--- src/rtl/trb_pkg.sv ---
// trb_pkg: shared types and codes of the trace ring buffer
// no dependencies; used by the interfaces, the top level, the store, the snapshot sequencer and the checker
`default_nettype none

package trb_pkg;

   localparam int CMD_W    = 2;
   localparam int MAXC_W   = 7;
   localparam int CALC_W   = MAXC_W + 1;
   localparam int SEQ_W    = 32;
   localparam int STAMP_W  = 64;
   localparam int BYTE_W   = 8;
   localparam int LEN_W    = 4;
   localparam int LABEL_W  = 64;
   localparam int LABEL_MAX_BYTES = LABEL_W / BYTE_W;

   localparam logic [CMD_W-1:0] CMD_PUSH  = 2'd0;
   localparam logic [CMD_W-1:0] CMD_SNAP  = 2'd1;
   localparam logic [CMD_W-1:0] CMD_CLEAR = 2'd2;

   typedef struct packed {
      logic [SEQ_W-1:0]   seq;
      logic [STAMP_W-1:0] stamp;
      logic [BYTE_W-1:0]  kind;
      logic [BYTE_W-1:0]  flags;
      logic [LEN_W-1:0]   len;
      logic [LABEL_W-1:0] label;
   } rec_type;

   // control from the top level to the record store
   typedef struct packed {
      logic wr_en;
      logic clr;
   } store_ctl_type;

endpackage

`default_nettype wire

--- src/rtl/trb_ifs.sv ---
// trb_req_if, trb_rsp_if: valid/ready channels of the trace ring buffer
// depends on trb_pkg for field widths
`default_nettype none


interface trb_rsp_if import trb_pkg::*; ();
   logic                  valid;
   logic                  ready;
   logic                  item_valid;
   logic [SEQ_W-1:0]      out_sequence;
   logic [STAMP_W-1:0]    out_time;
   logic [BYTE_W-1:0]     out_kind;
   logic [BYTE_W-1:0]     out_flags;
   logic [LEN_W-1:0]      out_label_length;
   logic [LABEL_W-1:0]    out_label;
   logic                  last_item;

   modport source (output valid, item_valid, out_sequence, out_time, out_kind, out_flags,
                   out_label_length, out_label, last_item, input ready);
   modport sink   (input valid, item_valid, out_sequence, out_time, out_kind, out_flags,
                   out_label_length, out_label, last_item, output ready);
endinterface

`default_nettype wire

--- src/rtl/trb_snapshot.sv ---
// trb_snapshot: snapshot sequencer, scans the store oldest first and feeds the result channel
// depends on trb_pkg and trb_rsp_if; reads through the port of trb_store
`default_nettype none

module trb_snapshot import trb_pkg::*; #(
   parameter int DEPTH = 64,
   localparam int AW = $clog2(DEPTH),
   localparam int CW = $clog2(DEPTH + 1)
) (
   input  wire logic              clock,
   input  wire logic              reset,
   input  wire logic              start,
   input  wire logic [MAXC_W-1:0] max_count,
   input  wire logic [AW-1:0]     head,
   input  wire logic [CW-1:0]     retained,
   output logic                   busy,
   output logic                   rd_en,
   output logic [AW-1:0]          rd_addr,
   input  wire rec_type           rd_rec,
   input  wire logic              rd_vld,
   trb_rsp_if.source              rsp
);

   localparam logic [1:0] ST_IDLE = 2'd0;
   localparam logic [1:0] ST_SCAN = 2'd1;

   logic [1:0]    state_ff, state_in;
   logic [AW-1:0] addr_ff, addr_in;
   logic [CW-1:0] left_ff, left_in;
   logic          d_ff, d_in;
   logic          h_ff, h_in;
   rec_type       h_rec_ff, h_rec_in;
   logic          o_valid_ff, o_valid_in;
   logic          o_item_ff, o_item_in;
   logic          o_last_ff, o_last_in;
   rec_type       o_rec_ff, o_rec_in;

   logic [CALC_W-1:0] cnt_w, ret_w, mc_w, head_w, start_w;
   logic          o_free, d_skip, d_take, move_h, issue, scan_end;

   // window of the newest min(retained, max_count) entries
   always_comb begin
      ret_w   = CALC_W'(retained);
      mc_w    = CALC_W'(max_count);
      head_w  = CALC_W'(head);
      cnt_w   = (ret_w < mc_w) ? ret_w : mc_w;
      start_w = (head_w >= cnt_w) ? head_w - cnt_w : head_w + CALC_W'(DEPTH) - cnt_w;
   end

   always_comb begin
      o_free   = !o_valid_ff || rsp.ready;
      d_skip   = !rd_vld || (rd_rec.seq == '0);
      d_take   = d_ff && (d_skip || !h_ff || o_free);
      move_h   = d_ff && !d_skip && h_ff && o_free;
      issue    = (state_ff == ST_SCAN) && (left_ff != '0) && (!d_ff || d_take);
      scan_end = (state_ff == ST_SCAN) && (left_ff == '0) && !d_ff;
   end

   always_comb begin
      state_in   = state_ff;
      addr_in    = addr_ff;
      left_in    = left_ff;
      d_in       = d_ff;
      h_in       = h_ff;
      h_rec_in   = h_rec_ff;
      o_valid_in = o_valid_ff && !rsp.ready;
      o_item_in  = o_item_ff;
      o_last_in  = o_last_ff;
      o_rec_in   = o_rec_ff;

      unique case (state_ff)
         ST_IDLE: begin
            if (start) begin
               state_in = ST_SCAN;
               addr_in  = AW'(start_w);
               left_in  = CW'(cnt_w);
               h_in     = 1'b0;
               d_in     = 1'b0;
            end
         end
         ST_SCAN: begin
            if (issue) begin
               addr_in = (addr_ff == AW'(DEPTH - 1)) ? '0 : addr_ff + 1'b1;
               left_in = left_ff - 1'b1;
            end
            if (issue) begin
               d_in = 1'b1;
            end else if (d_take) begin
               d_in = 1'b0;
            end
            if (move_h) begin
               o_valid_in = 1'b1;
               o_item_in  = 1'b1;
               o_last_in  = 1'b0;
               o_rec_in   = h_rec_ff;
            end
            if (d_take && !d_skip) begin
               h_in     = 1'b1;
               h_rec_in = rd_rec;
            end
            if (scan_end && o_free) begin
               o_valid_in = 1'b1;
               o_last_in  = 1'b1;
               o_item_in  = h_ff;
               o_rec_in   = h_ff ? h_rec_ff : '0;
               h_in       = 1'b0;
               state_in   = ST_IDLE;
            end
         end
         default: begin
            state_in = ST_IDLE;
         end
      endcase
   end

   always_ff @(posedge clock) begin
      if (reset) begin
         state_ff   <= ST_IDLE;
         d_ff       <= 1'b0;
         h_ff       <= 1'b0;
         o_valid_ff <= 1'b0;
      end else begin
         state_ff   <= state_in;
         d_ff       <= d_in;
         h_ff       <= h_in;
         o_valid_ff <= o_valid_in;
      end
   end

   always_ff @(posedge clock) begin
      addr_ff   <= addr_in;
      left_ff   <= left_in;
      h_rec_ff  <= h_rec_in;
      o_item_ff <= o_item_in;
      o_last_ff <= o_last_in;
      o_rec_ff  <= o_rec_in;
   end

   assign busy    = (state_ff != ST_IDLE);
   assign rd_en   = issue;
   assign rd_addr = addr_ff;

   assign rsp.valid            = o_valid_ff;
   assign rsp.item_valid       = o_item_ff;
   assign rsp.out_sequence     = o_rec_ff.seq;
   assign rsp.out_time         = o_rec_ff.stamp;
   assign rsp.out_kind         = o_rec_ff.kind;
   assign rsp.out_flags        = o_rec_ff.flags;
   assign rsp.out_label_length = o_rec_ff.len;
   assign rsp.out_label        = o_rec_ff.label;
   assign rsp.last_item        = o_last_ff;

endmodule

`default_nettype wire

--- src/flat_wrapper.sv ---
// flat-port wrapper written by rule: the top's interface ports become plain ports
module trb_snapshot_flat import trb_pkg::*;
#(
   parameter int DEPTH = 64,
   localparam int AW = $clog2(DEPTH),
   localparam int CW = $clog2(DEPTH + 1)
)
  (clock, reset, start, max_count, head, retained, busy, rd_en, rd_addr, rd_rec, rd_vld, rsp_valid, rsp_item_valid, rsp_out_sequence, rsp_out_time, rsp_out_kind, rsp_out_flags, rsp_out_label_length, rsp_out_label, rsp_last_item, rsp_ready);
  trb_rsp_if rsp_i ();
  input  wire logic clock;
  input  wire logic reset;
  input  wire logic start;
  input  wire logic [MAXC_W-1:0] max_count;
  input  wire logic [AW-1:0] head;
  input  wire logic [CW-1:0] retained;
  output logic busy;
  output logic rd_en;
  output logic [AW-1:0] rd_addr;
  input  wire rec_type rd_rec;
  input  wire logic rd_vld;
  output wire logic [$bits(rsp_i.valid)-1:0] rsp_valid;
  output wire logic [$bits(rsp_i.item_valid)-1:0] rsp_item_valid;
  output wire logic [$bits(rsp_i.out_sequence)-1:0] rsp_out_sequence;
  output wire logic [$bits(rsp_i.out_time)-1:0] rsp_out_time;
  output wire logic [$bits(rsp_i.out_kind)-1:0] rsp_out_kind;
  output wire logic [$bits(rsp_i.out_flags)-1:0] rsp_out_flags;
  output wire logic [$bits(rsp_i.out_label_length)-1:0] rsp_out_label_length;
  output wire logic [$bits(rsp_i.out_label)-1:0] rsp_out_label;
  output wire logic [$bits(rsp_i.last_item)-1:0] rsp_last_item;
  input wire logic [$bits(rsp_i.ready)-1:0] rsp_ready;
  assign rsp_valid = rsp_i.valid;
  assign rsp_item_valid = rsp_i.item_valid;
  assign rsp_out_sequence = rsp_i.out_sequence;
  assign rsp_out_time = rsp_i.out_time;
  assign rsp_out_kind = rsp_i.out_kind;
  assign rsp_out_flags = rsp_i.out_flags;
  assign rsp_out_label_length = rsp_i.out_label_length;
  assign rsp_out_label = rsp_i.out_label;
  assign rsp_last_item = rsp_i.last_item;
  assign rsp_i.ready = rsp_ready;
  trb_snapshot #(.DEPTH(DEPTH)) u_core (.clock(clock), .reset(reset), .start(start), .max_count(max_count), .head(head), .retained(retained), .busy(busy), .rd_en(rd_en), .rd_addr(rd_addr), .rd_rec(rd_rec), .rd_vld(rd_vld), .rsp(rsp_i));
endmodule
--- config.mk ---
export PLATFORM = sky130hd
export DESIGN_NAME = trb_snapshot_flat
export DESIGN_NICKNAME = d
export VERILOG_FILES = /design/src/rtl/trb_pkg.sv /design/src/rtl/trb_ifs.sv /design/src/rtl/trb_snapshot.sv /design/src/flat_wrapper.sv
export SDC_FILE = /design/constraint.sdc
export NUM_CORES = 1
export LEC_CHECK = 0
export ABC_AREA = 1
export BUFFER_PORTS_ARGS = -buffer_cell sky130_fd_sc_hd__buf_2
export CAP_MARGIN = 25
export CORE_MARGIN = 1
export CORE_UTILIZATION = 35
export DETAILED_ROUTE_END_ITERATION = 12
export PLACE_DENSITY_LB_ADDON = 0.1
export SLEW_MARGIN = 10
export SYNTH_ARGS = -nofsm -noshare
export SYNTH_HDL_FRONTEND = slang
export SYNTH_SLANG_ARGS = --single-unit
--- constraint.sdc ---
create_clock -name clock -period 11 [get_ports clock]
set_input_delay 0.55 -clock clock [delete_from_list [all_inputs] [get_ports clock]]
set_output_delay 0.55 -clock clock [all_outputs]
set_load 0.02 [all_outputs]
==> flow_metrics.env <==
export IMPL_area_growth_pct=28.8
export IMPL_finish_net_count=1645
export IMPL_start_point_of_the_worst_hold_path="rd_rec[55]"
export IMPL_tns_ns=0
export IMPL_core_sq_um=39700
export IMPL_h_tree_depth=2
export IMPL_grt_overflow_total=0
export IMPL_timing_worst_slew_pin_value_ns=1.16
export IMPL_place_detailed_hpwl_mm=22.3
export IMPL_final_max_slew_violation_count=0
export IMPL_timing_critical_path_cells="buf_2, nor4_1, nand2_1, nor2_1, nand4_1, nand2_1, nor2_1, nand2_1, nand3_1, inv_1, nand2_1, clkinv_4, buf_16, buf_4, buf_16"
export IMPL_p_leak_nw=8.12
export IMPL_worstPathBufferInverterCount=6
export IMPL_path_clk_slew_ns=0.06
export IMPL_die_outline_area_sq_um=41100
export IMPL_postSynthRegisterBits=379
export IMPL_multi_input_combinational_cell_area_sq_um=1830
export IMPL_sequentialPowerShare_pct=51.0
export IMPL_post_route_util_pct=45.7
export IMPL_fin_total_pwr_mw=3.18
export IMPL_post_synth_num_cell_types=32
export IMPL_cts_hold_buffers_added=0
export IMPL_numClockSinks=379
export IMPL_fillers=3665
export IMPL_clock_skew_final_ns=0.0144
export IMPL_floorplan_die_width_um=203
export IMPL_timing_slew_headroom_pct=22.5
export IMPL_critical_path_max_stage_delay_ns=0.70
export IMPL_vias_in_the_first_global_route=8260
export IMPL_post_route_drc_count=0
export IMPL_cts_inserted_buffers=43
export IMPL_type_of_origin_of_the_critical_path="input pin"
export IMPL_setup_viol_count_final=0
export IMPL_syn_num_nets=1221
export IMPL_die_y_um=203
export IMPL_syn_area_sq_um=14100
export IMPL_first_pass_grt_wire_length_mm=48.6
export IMPL_clock_path_buffers=3
export IMPL_numPortBuffers=395
export IMPL_switchingPower_mw=0.663
export IMPL_switching_share_pct=20.9
export IMPL_fraction_of_final_layout_cells_sized_beyond_drive_strength_1_pct=33.3
export IMPL_floorplan_initialDensity_pct=35.5
export IMPL_grt_max_degree=183
export IMPL_cts_setup_buffers=0
export IMPL_route_vias_total=8465
export IMPL_final_period_minus_worst_setup_slack_ns=3.52
export IMPL_min_period_over_period_pct=32.0
export IMPL_drt_iter0_markers=456
export IMPL_hold_viol=0
export IMPL_regArea_sq_um=11300
export IMPL_postRouteWirelength_mm=32.7
export IMPL_cts_repair_resize_count=0
export IMPL_crit_top_cell="sky130_fd_sc_hd__nand2_1"
export IMPL_clock_insertion_delay_worst_skew_ns=0.55
export IMPL_wl_per_cell_um=16.4
export IMPL_syn_instance_count=1003
export IMPL_crit_family="simple AND/OR/NAND/NOR gates"
export IMPL_gp_routability_congestion=0.807
export IMPL_tritoncts_clock_tree="built"
export IMPL_power_report_internal_total_mw=2.51
export IMPL_worst_setup_path_startpoint="rd_rec[173]"
export IMPL_arrival_time_reported_for_the_critical_path_endpoint_ns=3.73
export IMPL_ant_nets=0
export IMPL_classification_of_the_worst_setup_path="in2reg"
export IMPL_clock_power_share_pct=43.8
export IMPL_rsz_0062_raised_after_global_routing="no"
export IMPL_num_rows=73
export IMPL_antenna_found_initial=9
export IMPL_synthesis_area_per_instance_sq_um=14.1
export IMPL_max_cap_violations=0
export IMPL_worstReg2RegStart="u_core.state_ff[0]"
export IMPL_worst_setup_path_end_kind="flip-flop"
export IMPL_clock_root_buffer="sky130_fd_sc_hd__clkbuf_16"
export IMPL_crit_slowest_cell="sky130_fd_sc_hd__nor4_1"
export IMPL_synth_warnings=0
export IMPL_clock_fmax_mhz=284
export IMPL_io_pins=396
export IMPL_viasPerCell=4.25
export IMPL_grt_usage_pct=15.8
export IMPL_outcome="finished clean"
export IMPL_dr_pass1_iters=4
export IMPL_comb_power_share_pct=5.2
export IMPL_p_per_area_nw_per_um2=175
export IMPL_crit_path_max_fanout=87
export IMPL_holdCritPathClass="in2reg"
export IMPL_peakVddDrop_mv=0.118
export IMPL_cp_required_ns=11.21
export IMPL_yosysSeqAreaShare_pct=80.5
## per-stage QoR
| step | instance area (sq um) | setup slack, ns | cells | hold WS, ns |
|---|---|---|---|---|
| floorplan | 14100 | 1.45 | 1003 | 0.442 |
| global placement | 16700 | 6.34 | 1904 | 0.455 |
| detailed placement | 16700 | 6.37 | 1904 | 0.459 |
| CTS | 18100 | 6.97 | 1981 | 0.130 |
| global route | 18100 | 7.11 | 1987 | 0.138 |
| finish | 18200 | 7.48 | 1991 | 0.170 |
## power by group through the flow
stage | logic [mW] | registers, mW | clock network, mW
after CTS | 0.165 | 1.62 | 1.44
after global routing | 0.185 | 1.62 | 1.49
after detailed placement | 0.165 | 1.65 | 0
after floorplan | 0.0860 | 1.66 | 0
after global placement | 0.161 | 1.65 | 0
final | 0.164 | 1.62 | 1.39
## worst reg2reg max path: stages, from the launching register on
cell,delay (ns)
sky130_fd_sc_hd__dfxtp_1,0.67
sky130_fd_sc_hd__inv_2,0.29
sky130_fd_sc_hd__nor4_2,0.68
sky130_fd_sc_hd__inv_1,0.11
sky130_fd_sc_hd__o21ai_0,0.12
sky130_fd_sc_hd__inv_1,0.10
sky130_fd_sc_hd__nor2_4,0.11
sky130_fd_sc_hd__buf_12,0.60
## cells by family after synthesis
group / Yosys count / synth area share (%)
xor+xnor: 8 / 0.497
simple gates: 327 / 10.0
fa+ha+maj: 13 / 1.15
compound gates: 29 / 1.15
buf+inv: 247 / 6.72
flops: 379 / 80.5
## placed cells by master, fill, tap and decap left out, types with 2 or more instances in the layout
cell type / netlist / routed
sky130_fd_sc_hd__nor4_1: 8 / 8
sky130_fd_sc_hd__dfxtp_1: 4 / 4
sky130_fd_sc_hd__o22ai_1: 2 / 2
sky130_fd_sc_hd__clkbuf_16: 0 / 45
sky130_fd_sc_hd__nand4_1: 2 / 2
sky130_fd_sc_hd__nor2_4: 1 / 2
sky130_fd_sc_hd__o21ai_1: 3 / 3
sky130_fd_sc_hd__clkbuf_1: 9 / 11
sky130_fd_sc_hd__nor2_2: 4 / 4
sky130_fd_sc_hd__xor2_1: 7 / 7
sky130_fd_sc_hd__inv_2: 3 / 3
sky130_fd_sc_hd__buf_4: 0 / 2
sky130_fd_sc_hd__inv_1: 222 / 221
sky130_fd_sc_hd__nand2_4: 3 / 3
sky130_fd_sc_hd__nand3_1: 35 / 35
sky130_fd_sc_hd__clkinv_4: 0 / 3
sky130_fd_sc_hd__edfxtp_1: 375 / 375
sky130_fd_sc_hd__o21ai_0: 14 / 14
sky130_fd_sc_hd__diode_2: 0 / 7
sky130_fd_sc_hd__buf_16: 0 / 3
sky130_fd_sc_hd__clkinv_1: 0 / 11
sky130_fd_sc_hd__clkinv_2: 0 / 3
sky130_fd_sc_hd__nand3_2: 5 / 5
sky130_fd_sc_hd__a21oi_1: 7 / 7
sky130_fd_sc_hd__buf_2: 10 / 395
sky130_fd_sc_hd__nor2_1: 12 / 11
sky130_fd_sc_hd__nor3_1: 2 / 2
sky130_fd_sc_hd__ha_1: 13 / 13
sky130_fd_sc_hd__nand2_1: 242 / 242
sky130_fd_sc_hd__bufinv_16: 0 / 4
sky130_fd_sc_hd__nand2_2: 10 / 9
## state kept, by name, summed over array words and instances, names as in the netlist, 4 cells and up
name / flops
u_core.rsp.out_kind: 8
u_core.h_rec_ff: 180
u_core.rsp.out_flags: 8
u_core.rsp.out_time: 64
u_core.left_ff: 7
u_core.rd_addr: 6
u_core.rsp.out_label: 64
u_core.rsp.out_sequence: 32
u_core.rsp.out_label_length: 4
## layout make-up
class | count | area share (%)
Timing Repair Buffer | 401 | 11.5
Sequential cell | 379 | 62.5
Tap cell | 525 | 3.62
Clock inverter | 21 | 1.12
Antenna cell | 7 | 0.0965
Multi-Input combinational cell | 377 | 10.1
Inverter | 225 | 4.68
Clock buffer | 56 | 6.43
## layer usage
layer  up-vias  track usage (%)  wire, um  part of all wire [%]
met5         -                0        77                  0.24
li1       4170                -         -                     -
met3        72             5.70      2900                   8.9
met2       285             25.4     15100                    46
met4        10             5.40       885                   2.7
met1      3928             19.7     13700                    42
## synthesized netlist by cell type, drive strengths merged
master  instances  area share (%)
edfxtp        375              80
o21bai          1           0.053
nor2           17            0.58
nand2         255             7.1
o22ai           2           0.089
xnor2           1           0.062
clkbuf          9            0.24
nor4            9            0.44
a21oi           8            0.36
dfxtp           4            0.57
buf            13            0.49
nand3          40             1.6
inv           225             6.0
o21ai          17            0.60
nand4           2           0.089
nand3b          1           0.053
a31oi           1           0.044
ha             13             1.2
xor2            7            0.44
nor3            2           0.071
and2            1           0.044
## path summary, 6_finish.rpt
check / endpoint / slack [ns] / depth (start not counted)
worst max-delay path: u_core.h_rec_ff[24] / 7.48 / 15
worst min-delay path: u_core.h_rec_ff[55] / 0.17 / 1
worst max register to register: u_core.rsp.out_sequence[23] / 7.61 / 7
worst min register to register: u_core.h_ff / 0.46 / 2
Power figures use the tool's default switching activity.
